[src/sv/lrupr_pkg.sv]
// package for the lru page replacement block: sizes, controller states and the
// command bundle from controller to datapath. no dependencies
`timescale 1ns / 1ps
`default_nettype none

package lrupr_pkg;

  localparam int FRAMES     = 4;
  localparam int PAGE_BITS  = 16;
  localparam int PAGE_W     = 16;
  localparam int FRAME_BITS = (FRAMES > 1) ? $clog2(FRAMES) : 1;
  localparam int RANK_BITS  = FRAME_BITS;
  localparam int INDEX_W    = 2;
  localparam int COUNT_W    = 32;

  typedef enum logic [1:0] {
    ST_IDLE,
    ST_EXEC,
    ST_RESP
  } lrupr_state_t;

  typedef struct packed {
    logic load;   // capture the incoming page reference
    logic exec;   // look up the frames and commit the update
  } lrupr_cmd_t;

endpackage

`default_nettype wire

[src/sv/lru_page_replacement.sv]
// top level of the lru page replacement block: controller plus datapath.
// uses lrupr_pkg, lrupr_ctrl and lrupr_dpath
//
//   channel  | ports                                              | handshake
//   ---------+----------------------------------------------------+-------------------
//   request  | page                                               | start, busy
//   result   | hit, frame_index, evicted_valid, evicted_page,     | done (one cycle)
//            | hit_total                                          |
//
// a beat is accepted when start is high and busy is low; its page is registered,
// then ST_EXEC does the parallel frame compare and rank update and registers the
// result, and done strobes in ST_RESP. a new beat may be taken while done is up,
// so the sustained rate is one beat every two cycles. synchronous reset empties
// all frames and clears the hit count. the receiver cannot stall the result.
`timescale 1ns / 1ps
`default_nettype none

module lru_page_replacement (
  input  wire logic                          clk,
  input  wire logic                          rst,
  input  wire logic                          start,
  output logic                               busy,
  input  wire logic [lrupr_pkg::PAGE_W-1:0]  page,
  output logic                               done,
  output logic                               hit,
  output logic [lrupr_pkg::INDEX_W-1:0]      frame_index,
  output logic                               evicted_valid,
  output logic [lrupr_pkg::PAGE_W-1:0]       evicted_page,
  output logic [lrupr_pkg::COUNT_W-1:0]      hit_total
);

  lrupr_pkg::lrupr_cmd_t cmd;

  lrupr_ctrl u_ctrl (
    .clk   (clk),
    .rst   (rst),
    .start (start),
    .cmd   (cmd),
    .busy  (busy),
    .done  (done)
  );

  lrupr_dpath u_dpath (
    .clk           (clk),
    .rst           (rst),
    .cmd           (cmd),
    .page          (page),
    .hit           (hit),
    .frame_index   (frame_index),
    .evicted_valid (evicted_valid),
    .evicted_page  (evicted_page),
    .hit_total     (hit_total)
  );

endmodule

`default_nettype wire

[src/sv/lrupr_ctrl.sv]
// controller for the lru page replacement block: accepts a beat, runs the
// lookup in ST_EXEC and raises the result strobe in ST_RESP. uses lrupr_pkg
`timescale 1ns / 1ps
`default_nettype none

module lrupr_ctrl (
  input  wire logic               clk,
  input  wire logic               rst,
  input  wire logic               start,
  output lrupr_pkg::lrupr_cmd_t   cmd,
  output logic                    busy,
  output logic                    done
);

  lrupr_pkg::lrupr_state_t state, state_next;

  always_ff @(posedge clk) begin
    if (rst) begin
      state <= lrupr_pkg::ST_IDLE;
    end else begin
      state <= state_next;
    end
  end

  always_comb begin
    state_next = state;
    unique case (state)
      lrupr_pkg::ST_IDLE: begin
        if (start) state_next = lrupr_pkg::ST_EXEC;
      end
      lrupr_pkg::ST_EXEC: begin
        state_next = lrupr_pkg::ST_RESP;
      end
      lrupr_pkg::ST_RESP: begin
        state_next = start ? lrupr_pkg::ST_EXEC : lrupr_pkg::ST_IDLE;
      end
      default: begin
        state_next = lrupr_pkg::ST_IDLE;
      end
    endcase
  end

  always_comb begin
    busy     = (state == lrupr_pkg::ST_EXEC);
    done     = (state == lrupr_pkg::ST_RESP);
    cmd.exec = (state == lrupr_pkg::ST_EXEC);
    cmd.load = start && !busy;
  end

endmodule

`default_nettype wire

[src/sv/lrupr_dpath.sv]
// datapath for the lru page replacement block: frame table, recency ranks,
// hit counter and result registers. uses lrupr_pkg
`timescale 1ns / 1ps
`default_nettype none

module lrupr_dpath (
  input  wire logic                              clk,
  input  wire logic                              rst,
  input  wire lrupr_pkg::lrupr_cmd_t             cmd,
  input  wire logic [lrupr_pkg::PAGE_W-1:0]      page,
  output logic                                   hit,
  output logic [lrupr_pkg::INDEX_W-1:0]          frame_index,
  output logic                                   evicted_valid,
  output logic [lrupr_pkg::PAGE_W-1:0]           evicted_page,
  output logic [lrupr_pkg::COUNT_W-1:0]          hit_total
);

  logic [lrupr_pkg::PAGE_BITS-1:0]  page_reg;
  logic [lrupr_pkg::PAGE_BITS-1:0]  frame_page [lrupr_pkg::FRAMES];
  logic [lrupr_pkg::FRAMES-1:0]     frame_valid;
  logic [lrupr_pkg::RANK_BITS-1:0]  rank [lrupr_pkg::FRAMES];
  logic [lrupr_pkg::COUNT_W-1:0]    hit_count;

  logic                             res_hit;
  logic [lrupr_pkg::INDEX_W-1:0]    res_index;
  logic                             res_evicted_valid;
  logic [lrupr_pkg::PAGE_W-1:0]     res_evicted_page;

  logic                             lk_hit;
  logic                             lk_fill;
  logic                             lk_evict;
  logic [lrupr_pkg::FRAME_BITS-1:0] hit_slot;
  logic [lrupr_pkg::FRAME_BITS-1:0] empty_slot;
  logic [lrupr_pkg::FRAME_BITS-1:0] victim_slot;
  logic [lrupr_pkg::FRAME_BITS-1:0] slot;
  logic [lrupr_pkg::RANK_BITS-1:0]  best_rank;
  logic [lrupr_pkg::RANK_BITS-1:0]  old_rank;
  logic [lrupr_pkg::FRAMES-1:0]     match;
  logic [lrupr_pkg::FRAMES-1:0]     age;

  // parallel compare against every valid frame
  always_comb begin
    for (int i = 0; i < lrupr_pkg::FRAMES; i++) begin
      match[i] = frame_valid[i] && (frame_page[i] == page_reg);
    end
  end

  // lowest-numbered hit and lowest-numbered empty frame
  always_comb begin
    hit_slot   = '0;
    empty_slot = '0;
    for (int i = lrupr_pkg::FRAMES - 1; i >= 0; i--) begin
      if (match[i]) hit_slot = lrupr_pkg::FRAME_BITS'(i);
      if (!frame_valid[i]) empty_slot = lrupr_pkg::FRAME_BITS'(i);
    end
    lk_hit   = |match;
    lk_fill  = !lk_hit && !(&frame_valid);
    lk_evict = !lk_hit && (&frame_valid);
  end

  // oldest frame, lowest index on a tie
  always_comb begin
    victim_slot = '0;
    best_rank   = '0;
    for (int i = 0; i < lrupr_pkg::FRAMES; i++) begin
      if (rank[i] > best_rank) begin
        best_rank   = rank[i];
        victim_slot = lrupr_pkg::FRAME_BITS'(i);
      end
    end
  end

  always_comb begin
    priority if (lk_hit) begin
      slot = hit_slot;
    end else if (lk_fill) begin
      slot = empty_slot;
    end else begin
      slot = victim_slot;
    end
    old_rank = rank[slot];
    // a fill ages every valid frame, a touch only those younger than the slot
    for (int i = 0; i < lrupr_pkg::FRAMES; i++) begin
      age[i] = frame_valid[i] && (lrupr_pkg::FRAME_BITS'(i) != slot)
               && (lk_fill || (rank[i] < old_rank));
    end
  end

  always_ff @(posedge clk) begin
    if (cmd.load) begin
      page_reg <= page[lrupr_pkg::PAGE_BITS-1:0];
    end
    if (cmd.exec && !lk_hit) begin
      frame_page[slot] <= page_reg;
    end
    if (cmd.exec) begin
      res_hit           <= lk_hit;
      res_index         <= lrupr_pkg::INDEX_W'(slot);
      res_evicted_valid <= lk_evict;
      res_evicted_page  <= lk_evict ? lrupr_pkg::PAGE_W'(frame_page[slot]) : '0;
    end
  end

  always_ff @(posedge clk) begin
    if (rst) begin
      frame_valid <= '0;
      hit_count   <= '0;
      for (int i = 0; i < lrupr_pkg::FRAMES; i++) begin
        rank[i] <= '0;
      end
    end else if (cmd.exec) begin
      frame_valid[slot] <= 1'b1;
      for (int i = 0; i < lrupr_pkg::FRAMES; i++) begin
        if (lrupr_pkg::FRAME_BITS'(i) == slot) begin
          rank[i] <= '0;
        end else if (age[i]) begin
          rank[i] <= rank[i] + 1'b1;
        end
      end
      if (lk_hit && (hit_count != '1)) begin
        hit_count <= hit_count + 1'b1;
      end
    end
  end

  assign hit           = res_hit;
  assign frame_index   = res_index;
  assign evicted_valid = res_evicted_valid;
  assign evicted_page  = res_evicted_page;
  assign hit_total     = hit_count;

  a_hit_no_evict: assert property (@(posedge clk) disable iff (rst)
    cmd.exec |=> !(res_hit && res_evicted_valid))
    else $error("hit reported together with an eviction");

  a_evict_only_full: assert property (@(posedge clk) disable iff (rst)
    cmd.exec |=> (res_evicted_valid == ($past(&frame_valid) && !res_hit)))
    else $error("eviction without a full frame table");

  a_valid_sticky: assert property (@(posedge clk) disable iff (rst)
    1'b1 |=> ((frame_valid & $past(frame_valid)) == $past(frame_valid)))
    else $error("a filled frame went empty");

  a_count_mono: assert property (@(posedge clk) disable iff (rst)
    1'b1 |=> (hit_count >= $past(hit_count)))
    else $error("hit counter went backwards");

endmodule

`default_nettype wire
[config.mk]
export PLATFORM = sky130hd
export DESIGN_NAME = lru_page_replacement
export DESIGN_NICKNAME = d
export VERILOG_FILES = /design/src/sv/lrupr_pkg.sv /design/src/sv/lru_page_replacement.sv /design/src/sv/lrupr_ctrl.sv /design/src/sv/lrupr_dpath.sv
export SDC_FILE = /design/constraint.sdc
export NUM_CORES = 1
export LEC_CHECK = 0
export ABC_AREA = 1
export BUFFER_PORTS_ARGS = -buffer_cell sky130_fd_sc_hd__buf_4
export CELL_PAD_IN_SITES_DETAIL_PLACEMENT = 0
export CELL_PAD_IN_SITES_GLOBAL_PLACEMENT = 1
export CORE_UTILIZATION = 48
export DETAILED_ROUTE_END_ITERATION = 10
export MAX_ROUTING_LAYER = met4
export PLACE_DENSITY = 0.81
export RECOVER_POWER = 25
export SLEW_MARGIN = 20
export SYNTH_ARGS = -nofsm -noshare
export SYNTH_HDL_FRONTEND = slang
export SYNTH_SLANG_ARGS = --single-unit
[constraint.sdc]
create_clock -name clk -period 7.8 [get_ports clk]
set_input_delay 0.39 -clock clk [delete_from_list [all_inputs] [get_ports clk]]
set_output_delay 0.39 -clock clk [all_outputs]
set_load 0.02 [all_outputs]
## Word level (Yosys, flattened, before mapping)

Memories as Yosys holds them, arrays and structs flattened. A register that Yosys moved wholly into a read port is not among the register bits.
Index checks and enable logic that the tools add are counted.

| storage, ports and cells | value |
|---|---|
| register bits after elaboration | 58 |
| bits in latches | 0 |
| memory bits (writable) | 72 |
| bits in read-only memories | 0 |
| input bits | 19 |
| output and inout bits | 54 |
| logic and storage cells | 148 |
| memories kept | 2 |

| operators by class | value |
|---|---|
| $add $sub $neg | 5 |
| multipliers | 0 |
| div/mod/pow operators | 0 |
| order comparisons | 10 |
| eq/ne operators | 14 |
| shifts and indexed selects | 0 |
| muxes and demuxes | 69 |
| bitwise logic cells | 9 |
| reduce and logical (&&, ||, !) cells | 32 |

Memory list:

| memory | words | bits a word | read ports | clocked after Yosys merged registers in | wr ports | RTL line | text |
|---|---|---|---|---|---|---|---|
| u_dpath.frame_page | 4 | 16 | 5 | 1 | 1 | lrupr_dpath.sv:19 | `logic [lrupr_pkg::PAGE_BITS-1:0] frame_page [lrupr_pkg::FRAMES];` |
| u_dpath.rank | 4 | 2 | 5 | 0 | 4 | lrupr_dpath.sv:21 | `logic [lrupr_pkg::RANK_BITS-1:0] rank [lrupr_pkg::FRAMES];` |

Operator list:

| kind | number |
|---|---|
| 16-bit == test | 4 |
| 2-bit two-way mux | 24 |
| 1-bit two-way mux | 43 |
| 32-bit by 1-bit adder with 32-bit output, second input constant | 1 |
| 32-bit inequality test, second input constant | 1 |
| 1-bit logical AND | 18 |
| 2-bit by 1-bit adder with 2-bit output, second input constant | 4 |
| 2-bit < comparator | 4 |
| 1-bit bitwise OR | 8 |
| 2-bit greater-than comparator | 3 |
| 2-bit case mux with 3 select lines | 1 |
| 2-bit == test, first input constant | 2 |
| 1-bit logical NOT | 4 |
| 2-bit logical NOT | 2 |
| 1-bit logical OR | 4 |
| 2-bit inequality test, first input constant | 2 |
| 4-bit bitwise OR | 1 |
| 4-bit AND reduction | 1 |
| 4-bit OR reduction | 1 |
| 2-bit by 3-bit < comparator with 1-bit output, second input constant | 1 |
| 1-bit demux with 2-bit select | 1 |
| 1-bit by 2-bit == test with 1-bit output, first input constant | 1 |
| 2-bit by 1-bit == test with 1-bit output, second input constant | 1 |
| 2-bit == test, second input constant | 1 |
| 6 further kinds | 6 |

## Longest topological paths before layout

Gate-level depths: netlist of the first run.
An unclocked memory read counts as a cell.

| depth | value |
|---|---|
| depth in word-level cells | 21 |
| depth in mapped cells | 30 |
| gate-level depth less buffers | 30 |

## Modules after synthesis

Synthesis of the first run repeated with hierarchy kept, for this count alone.

| unflattened totals | value |
|---|---|
| cell total of the unflattened synthesis | 1058 |
| area, all modules | 8323.0 um^2 |

Modules (own cells, without submodules):

| module | instances | cells an instance | area an instance (um^2) | sequential area each (um^2) |
|---|---|---|---|---|
| lrupr_dpath | 1 | 1045 | 8231.6 | 3963.8 |
| lrupr_ctrl | 1 | 13 | 91.3 | 40.0 |

## Worst setup path after synthesis of the first run

OpenSTA, ideal clock, no wires.

| timing path | value |
|---|---|
| kind | reg-to-reg |
| start point | memory u_dpath.rank[0][0] (netlist bit) |
| end point | memory u_dpath.frame_page[3][0] (netlist bit) (enable) |
| setup time | 0.389 ns |
| data arrival time | 3.962 ns |
| required time | 7.411 ns |
| slack | 3.449 ns |
| stages on the path, launching flop included | 22 |
| buffers on the path | 1 |
| period minus slack after synthesis | 4.351 ns |
| cells stage by stage | edfxtp_1 inv_1 ha_1 nor2_1 ha_1 a21oi_1 a21oi_1 ha_1 inv_1 o21ai_0 o21ai_0 ha_1 a21oi_1 nor2_1 o211ai_1 nand2_2 nor2_4 inv_2 buf_6 nor2_2 inv_1 nor2_1 |

RTL lines:

| what | RTL line |
|---|---|
| start: declaration | lrupr_dpath.sv:21 |
| end: declaration | lrupr_dpath.sv:19 |

==> results.json, run 1 <==
{
  "status": "completed",
  "total_leakage_power_nw": 4.05,
  "hpwl_um": 19100,
  "grt_first_pass_wirelength_um": 37500,
  "setup_tns_ns": 0,
  "clk_path_buf_depth": 2,
  "avgViaCountPerCell": 5.42,
  "path_class": "register to register",
  "clkSinkCount": 146,
  "met2_wirelength_um": 10100,
  "cp_max_fo": 16,
  "syn_area_um2": 8260,
  "post_cts_resized": 0,
  "top_register": "u_dpath.frame_page",
  "hold_buffers": 0,
  "p_per_area_nw_per_um2": 196,
  "max_slew_margin_pct": 60.8,
  "largest_register_ffs": 64,
  "reg2regPathDepth": 21,
  "port-buffer-count": 72,
  "synth_nets": 1088,
  "hold_viol": 0,
  "fin_cells": 1375,
  "yosys_warnings": 0,
  "synth_cell_types": 41,
  "maxCapViolCount": 0,
  "first_global_vias": 6942,
  "wl_per_cell_um": 17.5,
  "finalSetupViolations": 0,
  "antenna_found_initial": 0,
  "layout-drive-gt1-share_pct": 13.0,
  "synth_area_per_cell_um2": 7.80,
  "core-area_um2": 16700,
  "seq_area_frac_synth_pct": 48.5,
  "cts_tree": "yes",
  "nets": 1171,
  "diodes": 0,
  "wirelength_um": 24000,
  "fin_ws_ns": 3.15,
  "grt_overflow": 0,
  "crit_arrival_ns": 4.77,
  "skew_ns": 0.00623,
  "die_h_um": 133,
  "pre_cts_ws_ns": 3.21,
  "min_path_cells": 1,
  "critPathCaptureType": "register",
  "insertion_delay_ns": 0.43,
  "numCtsBuffers": 17,
  "fin_crit_sh_pct": 59.6,
  "postRouteAntennaNets": 0,
  "post-cts-setup-buffer-count": 0,
  "placed_cells": 1343,
  "worst_pin_slew_ns": 0.587,
  "h-tree-depth": 4,
  "grt_start_max_net_pins": 31,
  "cts-root-buf": "clkbuf_16",
  "period_minus_slack_ns": 4.65,
  "peakVddDrop_uv": 167,
  "place_congestion": 0.959,
  "final_area_um2": 9650,
  "synth-seq-cells": 146,
  "drtIter0Drc": 793,
  "r2r_slack_ns": 3.15,
  "hold_path_class": "input pin to register",
  "required_ns": 7.91,
  "hold_end": "u_dpath.page_reg[10]",
  "dr.pass1.iters": 5,
  "syn_inst": 1059,
  "grt_usage_pct": 28.9,
  "highest_layer": "met4",
  "holdCritStartpoint": "page[10]",
  "clk_pin_slew_ns": 0.06,
  "met3WireLength_um": 2060,
  "drc": 0,
  "drt-met1-wl_um": 11300,
  "reg2reg_to": "u_dpath.frame_page[2][0]",
  "dieArea_um2": 17700,
  "placed_cell_area_um2": 9030,
  "areaGrowthSynthToFinish_pct": 16.8,
  "timing.fmax_mhz": 215,
  "worstSetupStartpointType": "register",
  "ios": 73,
  "start_util_pct": 49.5,
  "r2r_start": "u_dpath.rank[0][0]",
  "die_x_um": 133,
  "rows": 47,
  "fin_hold_ws_ns": 0.159,
  "slew_viol_final": 0,
  "num_vias": 7446,
  "rsz0062_at_grt": "false"
}
[cell usage after synthesis, drive strengths merged]
master,instances,share of area [%]
edfxtp,108,39
o21bai,1,0.091
nor3,36,2.3
nand2,302,14
a211oi,3,0.27
xor2,12,1.3
nand3b,8,0.73
nor3b,3,0.27
a21oi,43,2.6
o2111ai,1,0.11
o211ai,1,0.091
a41oi,3,0.32
o21a,1,0.091
o22ai,20,1.5
nor4,15,1.1
a311o,1,0.12
a221oi,3,0.32
clkbuf,6,0.27
nor2,173,8.6
inv,142,6.5
and3,3,0.23
clkinv,1,0.045
nand3,48,3.3
ha,10,1.5
nand4,27,2.0
dfxtp,38,9.2
buf,8,0.80
xnor2,14,1.5
o21ai,28,1.7
[logic make-up after synthesis]
| kind of cell | share of synthesized area, % |
|---|---|
| adder cells (fa/ha/maj) | 1.51 |
| AND/OR/NAND/NOR | 32.4 |
| XOR/XNOR | 2.76 |
| buffers and inverters | 7.60 |
| AO/OA/AOI/OAI | 7.27 |
| flip-flops | 48.5 |
[area by class of cell]
type	count	area (um2)
sequential	146	4000
multi-input combinational	756	3630
timing repair buffer	78	586
clock buffer	19	433
clock inverter	13	184
inverter	143	539
tap	220	275
fill	1582	7050
[critical path, stage by stage, from the launching register on]
cell      delay, ns
edfxtp_1       0.37
inv_1          0.08
ha_1           0.19
nor2_1         0.15
ha_1           0.26
a21oi_1        0.26
a21oi_1        0.14
ha_1           0.28
inv_1          0.03
o21ai_0        0.31
o21ai_0        0.14
ha_1           0.28
a21oi_1        0.17
nor2_1         0.08
o211ai_1       0.19
nand2_2        0.15
inv_2          0.16
nand2_1        0.27
inv_1          0.30
nand2_1        0.14
nor2_1         0.12
buf_4          0.26
[per-stage QoR]
| step | util (%) | total power (W) |
|---|---|---|
| CTS | 57.8 | 0.00190 |
| floorplan | - | 0.000984 |
| finish | 57.8 | 0.00189 |
| global placement | 54.1 | 0.00104 |
| detailed placement | 54.1 | 0.00104 |
| global route | 57.8 | 0.00195 |
[placed cells by master (no fill, tap or decap), drive strengths merged, types with 4 or more instances in the layout]
cell type and count:
nand2 302, inv 144, nor2 173, bufinv 4
edfxtp 108, dfxtp 38, ha 10, buf 62
xnor2 14, nor4 15, nand3b 8, xor2 12
nor3 36, clkinv 6, a21oi 43, clkbuf 35
nand4 27, nand3 48, o22ai 20, o21ai 28
[power by group]
part           switching (W)  leakage (nW)  internal (W)
Clock               0.000328         0.295      0.000536
Sequential         0.0000235          1.32      0.000852
Combinational       0.000103          2.44     0.0000487
[layer usage]
| metal | up-vias | global-route usage, % |
|---|---|---|
| met5 | - | - |
| met4 | 0 | 9.28 |
| met3 | 39 | 4.76 |
| met2 | 321 | 41.1 |
| met1 | 3406 | 42.0 |
| li1 | 3680 | - |
[worst max-delay path by stage]
stage / from / to / slack [ns] / cells past startpoint
4_1_cts: u_dpath.rank[0][0] / u_dpath.frame_page[2][0] / 3.15 / 21
3_5_place_dp: u_dpath.rank[0][0] / u_dpath.frame_page[2][9] / 3.21 / 23
3_3_place_gp: u_dpath.rank[0][0] / u_dpath.frame_page[2][10] / 3.31 / 22
5_1_grt: u_dpath.rank[0][1] / u_dpath.frame_page[2][0] / 2.67 / 24
6_report: u_dpath.rank[0][0] / u_dpath.frame_page[2][0] / 3.15 / 21
2_1_floorplan: u_dpath.rank[0][0] / u_dpath.frame_page[3][0] / 3.45 / 21
Power figures use the tool's default switching activity.
==> inputs of run 2 (changes only) <==
CORE_UTILIZATION = 45   (was 48)
PLACE_DENSITY = 0.77   (was 0.81)
clock period = 4.7 ns   (was 7.8 ns; I/O delays follow)
==> run 2 against run 1 <==
Compared with the run above:
- total power grew 71%
- combinational power grew 77%
- first-iteration DRC count shrank 10%
- final cell count grew 2.0%
- core utilization shrank 2.9 points
- routed wire length grew 6.7%
- register-to-register slack lost 2.7 ns
- largest power group is now clock
==> results.json, run 2 (synthesized netlist as in run 1, its figures left out) <==
{
  "status": "completed",
  "largest_register_ffs": 64,
  "start_util_pct": 46.0,
  "numCtsBuffers": 17,
  "worstSetupStartpointType": "register",
  "nets": 1189,
  "num_vias": 7477,
  "grt_overflow": 0,
  "fin_util_pct": 54.9,
  "mostFrequentLayoutCell": "nand2_1",
  "clkSinkCount": 146,
  "path_class": "register to register",
  "finalSetupViolations": 0,
  "slew_viol_final": 0,
  "wirelength_um": 25600,
  "peakVddDrop_uv": 273,
  "period_minus_slack_ns": 4.27,
  "num-fill-cells": 1712,
  "timing.fmax_mhz": 234,
  "mostFrequentLayoutCells": "nand2_1 (297), nor2_1 (160), inv_1 (123)",
  "p_per_area_nw_per_um2": 327,
  "multiInputGateArea_um2": 3630,
  "grt_first_pass_wirelength_um": 38800,
  "layout-drive-gt1-share_pct": 13.1,
  "avgViaCountPerCell": 5.33,
  "die_x_um": 138,
  "setup_tns_ns": 0,
  "hold_path_class": "input pin to register",
  "clk_pin_slew_ns": 0.06,
  "drc": 0,
  "critPathCaptureType": "register",
  "areaGrowthSynthToFinish_pct": 19.4,
  "rsz0062_at_grt": "false",
  "worst_pin_slew_ns": 0.637,
  "first_global_vias": 6896,
  "h-tree-depth": 4,
  "insertion_delay_ns": 0.43,
  "grt_usage_pct": 29.1,
  "diodes": 0,
  "drtIter0Drc": 713,
  "wl_per_cell_um": 18.3,
  "total_leakage_power_nw": 4.14,
  "place_congestion": 0.937,
  "top_register": "u_dpath.frame_page",
  "grt_start_max_net_pins": 31,
  "max_slew_margin_pct": 57.2,
  "hpwl_um": 20000,
  "fin_crit_sh_pct": 90.9,
  "rows": 49,
  "clk_path_buf_depth": 2,
  "cp_max_fo": 16,
  "port-buffer-count": 72,
  "postRouteAntennaNets": 0,
  "crit_arrival_ns": 4.39,
  "maxCapViolCount": 0,
  "core-area_um2": 18000,
  "die_h_um": 138,
  "required_ns": 4.82,
  "dr.pass1.iters": 5,
  "skew_ns": 0.00927,
  "regArea_um2": 4000,
  "hold_viol": 0,
  "dieArea_um2": 18900,
  "cts-root-buf": "clkbuf_16",
  "antenna_found_initial": 0,
  "cts_tree": "yes",
  "ios": 73
}
## run 2: changes by cell type in the layout (fill, tap and decap cells not counted), sizes merged
cell / before / now
clkinvlp: 2 / 1
buf: 62 / 64
dlygate4sd3: 0 / 16
clkinv: 6 / 7
clkbuf: 35 / 34
bufinv: 4 / 5
## run 2: timing repair
action                                 in CTS  in global routing
setup endpoints to repair                   0                 84
endpoints found under the hold margin      16                  0
hold buffers                               16                  0
resized for setup                           0                  2
setup buffers                               0                  0
## run 2: final timing paths
| kind | startpoint | end | slack (ns) | depth (start not counted) |
|---|---|---|---|---|
| hold reg to reg | u_ctrl.state[0] | u_ctrl.state[0] | 0.46 | 1 |
| hold / removal | start | u_ctrl.state[0] | 0.1 | 3 |
| setup / recovery | u_dpath.rank[0][0] | u_dpath.frame_page[1][10] | 0.43 | 25 |
| setup reg to reg | u_dpath.rank[0][0] | u_dpath.frame_page[1][10] | 0.43 | 25 |
## run 2: worst max-delay path: stages (launching register included)
cell and delay, ns:
edfxtp_1 0.37, inv_1 0.08, ha_1 0.20, nor2_1 0.16, ha_1 0.25, a21oi_1 0.23
nor2_1 0.06, a21oi_1 0.17, ha_1 0.26, inv_1 0.07, o21ai_2 0.08, o21ai_0 0.17
ha_1 0.16, inv_1 0.03, a21oi_1 0.11, a21oi_1 0.07, nor2_1 0.13, o211ai_1 0.10
nand2_2 0.15, inv_2 0.10, nor2_4 0.26, inv_2 0.19, nor2_4 0.14, inv_2 0.04
nor2_1 0.10, buf_4 0.26
## run 2: metrics by stage
step           hold WS, ns  cells  total power (W)  setup slack, ns  cell area (um2)
2_1_floorplan        0.319   1059          0.00163            0.349             8260
3_3_place_gp         0.413   1354          0.00173            0.422             9060
3_5_place_dp         0.414   1354          0.00173            0.309             9060
4_1_cts             0.0835   1402          0.00324            0.266             9860
5_1_grt              0.101   1402          0.00332         0.000876             9860
6_report            0.0956   1402          0.00323            0.430             9860
## run 2: area by class of cell
type / count / area share [%]
sequential: 146 / 40.6
multi-input combinational: 756 / 36.9
timing repair buffer: 96 / 7.71
inverter: 143 / 5.47
clock buffer: 18 / 4.35
tap: 229 / 2.91
clock inverter: 14 / 2.11
## run 2: per-layer routing
layer,vias to the layer above,track usage [%],wire length (um)
met4,0,7.63,315
met5,-,-,0
met2,252,41.4,11000
li1,3710,-,-
met3,27,6.03,1790
met1,3488,41.7,12500
## run 2: report_power, final
group	switching, W	internal (W)	total, W
Sequential	0.0000393	0.00141	0.00145
Clock	0.000565	0.000940	0.00151
Combinational	0.000177	0.0000910	0.000268
==> inputs of run 3 (changes only) <==
CORE_UTILIZATION = 40   (was 45)
PLACE_DENSITY = 0.72   (was 0.77)
clock period = 3.8 ns   (was 4.7 ns; I/O delays follow)
==> run 3 against run 2 <==
Compared with the run above:
- the flow now finishes with violations (setup timing)
- clock skew shrank 0.0018 ns
- worst hold slack lost 0.040 ns
- critical path depth grew 2
- register-to-register slack lost 0.51 ns
- clock power grew 13%
- largest cell class unchanged
- largest power group is now registers
==> results.json, run 3 (synthesized netlist as in run 1, its figures left out) <==
{
  "status": "complete, but fails checks",
  "violations": "setup timing",
  "dieArea_um2": 21200,
  "start_util_pct": 40.8,
  "port-buffer-count": 72,
  "die_h_um": 146,
  "dr.pass1.iters": 5,
  "peakVddDrop_uv": 340,
  "rows": 52,
  "place_congestion": 0.978,
  "hpwl_um": 20700,
  "die_x_um": 146,
  "cp_max_fo": 5,
  "crit_arrival_ns": 4.03,
  "grt_overflow": 0,
  "sw_frac_of_total_pct": 25.0,
  "timing.fmax_mhz": 258,
  "pwr-share-seq_pct": 45.7,
  "final_area_um2": 10700,
  "placed_cells": 1430,
  "clk_path_buf_depth": 2,
  "fin_crit_sh_pct": 102,
  "critPathCaptureType": "register",
  "p_clk_share_pct": 43.6,
  "grt_first_pass_wirelength_um": 40300,
  "drt-met1-wl_um": 13500,
  "top_register": "u_dpath.frame_page",
  "layout-drive-gt1-share_pct": 21.4,
  "min_path_cells": 3,
  "met3WireLength_um": 1510,
  "nets": 1234,
  "grt_usage_pct": 26.0,
  "path_class": "register to register",
  "first_global_vias": 7118,
  "slew_viol_final": 0,
  "largest_register_ffs": 64,
  "hold_path_class": "input pin to register",
  "total_leakage_power_nw": 4.42,
  "drc": 0,
  "required_ns": 3.95,
  "fin_ws_ns": -0.0784,
  "insertion_delay_ns": 0.43,
  "wl_per_cell_um": 17.8,
  "worst_pin_slew_ns": 0.608,
  "reg2regPathDepth": 27,
  "period_minus_slack_ns": 3.88,
  "diodes": 0,
  "clk_pin_slew_ns": 0.06,
  "grt_start_max_net_pins": 31,
  "placed_cell_area_um2": 9470,
  "pre_cts_ws_ns": -0.142,
  "max_slew_margin_pct": 59.4,
  "wirelength_um": 26500,
  "worstSetupStartpointType": "register",
  "postRouteAntennaNets": 0,
  "cts_tree": "yes",
  "finalSetupViolations": 37,
  "p_sw_w": 0.000982,
  "drtIter0Drc": 655,
  "rsz0062_at_grt": "true",
  "areaGrowthSynthToFinish_pct": 29.1,
  "skew_ns": 0.00745,
  "mostFrequentLayoutCell": "nand2_1",
  "p_per_area_nw_per_um2": 368,
  "hold_viol": 0,
  "fin_cells": 1487,
  "h-tree-depth": 4,
  "internal-power_w": 0.00294,
  "fin_hold_ws_ns": 0.0554,
  "met2_wirelength_um": 11000,
  "mostFrequentLayoutCells": "nand2_1 (283), nor2_1 (149), inv_1 (117)",
  "core-area_um2": 20200,
  "ios": 73,
  "p_comb_share_pct": 10.7,
  "maxCapViolCount": 0,
  "num_vias": 7677,
  "highest_layer": "met4",
  "antenna_found_initial": 0,
  "avgViaCountPerCell": 5.16,
  "clkSinkCount": 146,
  "numCtsBuffers": 17,
  "cts-root-buf": "clkbuf_16"
}
==> run 3: metal layers <==
layer | up-vias | global-route usage, %
li1 | 3809 | -
met1 | 3591 | 38.7
met2 | 242 | 35.7
met3 | 35 | 4.33
met4 | 0 | 7.79
met5 | - | -
==> run 3: worst paths after layout <==
check / end / slack (ns) / start
hold / removal: u_ctrl.state[0] / 0.06 / start
setup / recovery: u_dpath.rank[2][0] / -0.08 / u_dpath.rank[0][1]
hold reg to reg: u_ctrl.state[0] / 0.45 / u_ctrl.state[0]
setup reg to reg: u_dpath.rank[2][0] / -0.08 / u_dpath.rank[0][1]
==> run 3: worst max-delay path, cell delays in order, from the launching register on <==
cell and delay (ns):
edfxtp_1 0.39, inv_2 0.10, ha_4 0.14, nor2_4 0.04, ha_4 0.15, nor2_4 0.11, nor2_4 0.05, a21oi_4 0.15
nor2_2 0.06, a21oi_2 0.13, ha_1 0.26, inv_2 0.08, o21ai_4 0.06, nand2_1 0.07, o21ai_1 0.06, ha_1 0.30
a21oi_2 0.16, nor2_1 0.07, o211ai_1 0.22, nand2_2 0.16, buf_6 0.17, nand3_4 0.07, nand2_4 0.08, nor2_4 0.19
a21oi_2 0.07, nand2_1 0.08, nand2_2 0.07, nand2_2 0.10
==> run 3: repair_timing <==
item                       CTS  global route
hold endpoints to repair    16             0
resized for setup           29            61
gates cloned                 0             1
buffers inserted             5             4
pin swaps                    4            32
hold buffers                16             0
setup endpoints to repair   92            96
==> run 3: through the flow <==
step,utilization [%],total power [W],setup TNS (ns)
final,52.7,0.00393,-1.93
after global routing,52.7,0.00406,-22.75
after CTS,51.2,0.00391,-0.0406
after detailed placement,46.8,0.00217,-6.56
after global placement,46.8,0.00218,-1.34
after floorplan,-,0.00202,0
==> run 3: final cells by class <==
cell class                 instances  area (um2)
clock buffer                      18         429
clock inverter                    13         163
fill                            1951        9570
inverter                         143         549
multi-input combinational        756        3990
sequential                       146        4000
tap                              270         338
timing repair buffer             141        1200
==> run 3: power by group through the flow <==
stage                     clock, W  combinational (W)  sequential, W
final                      0.00171           0.000419        0.00180
after global routing       0.00180           0.000456        0.00180
after CTS                  0.00174           0.000380        0.00179
after detailed placement         0           0.000346        0.00183
after global placement           0           0.000349        0.00183
after floorplan                  0           0.000205        0.00182
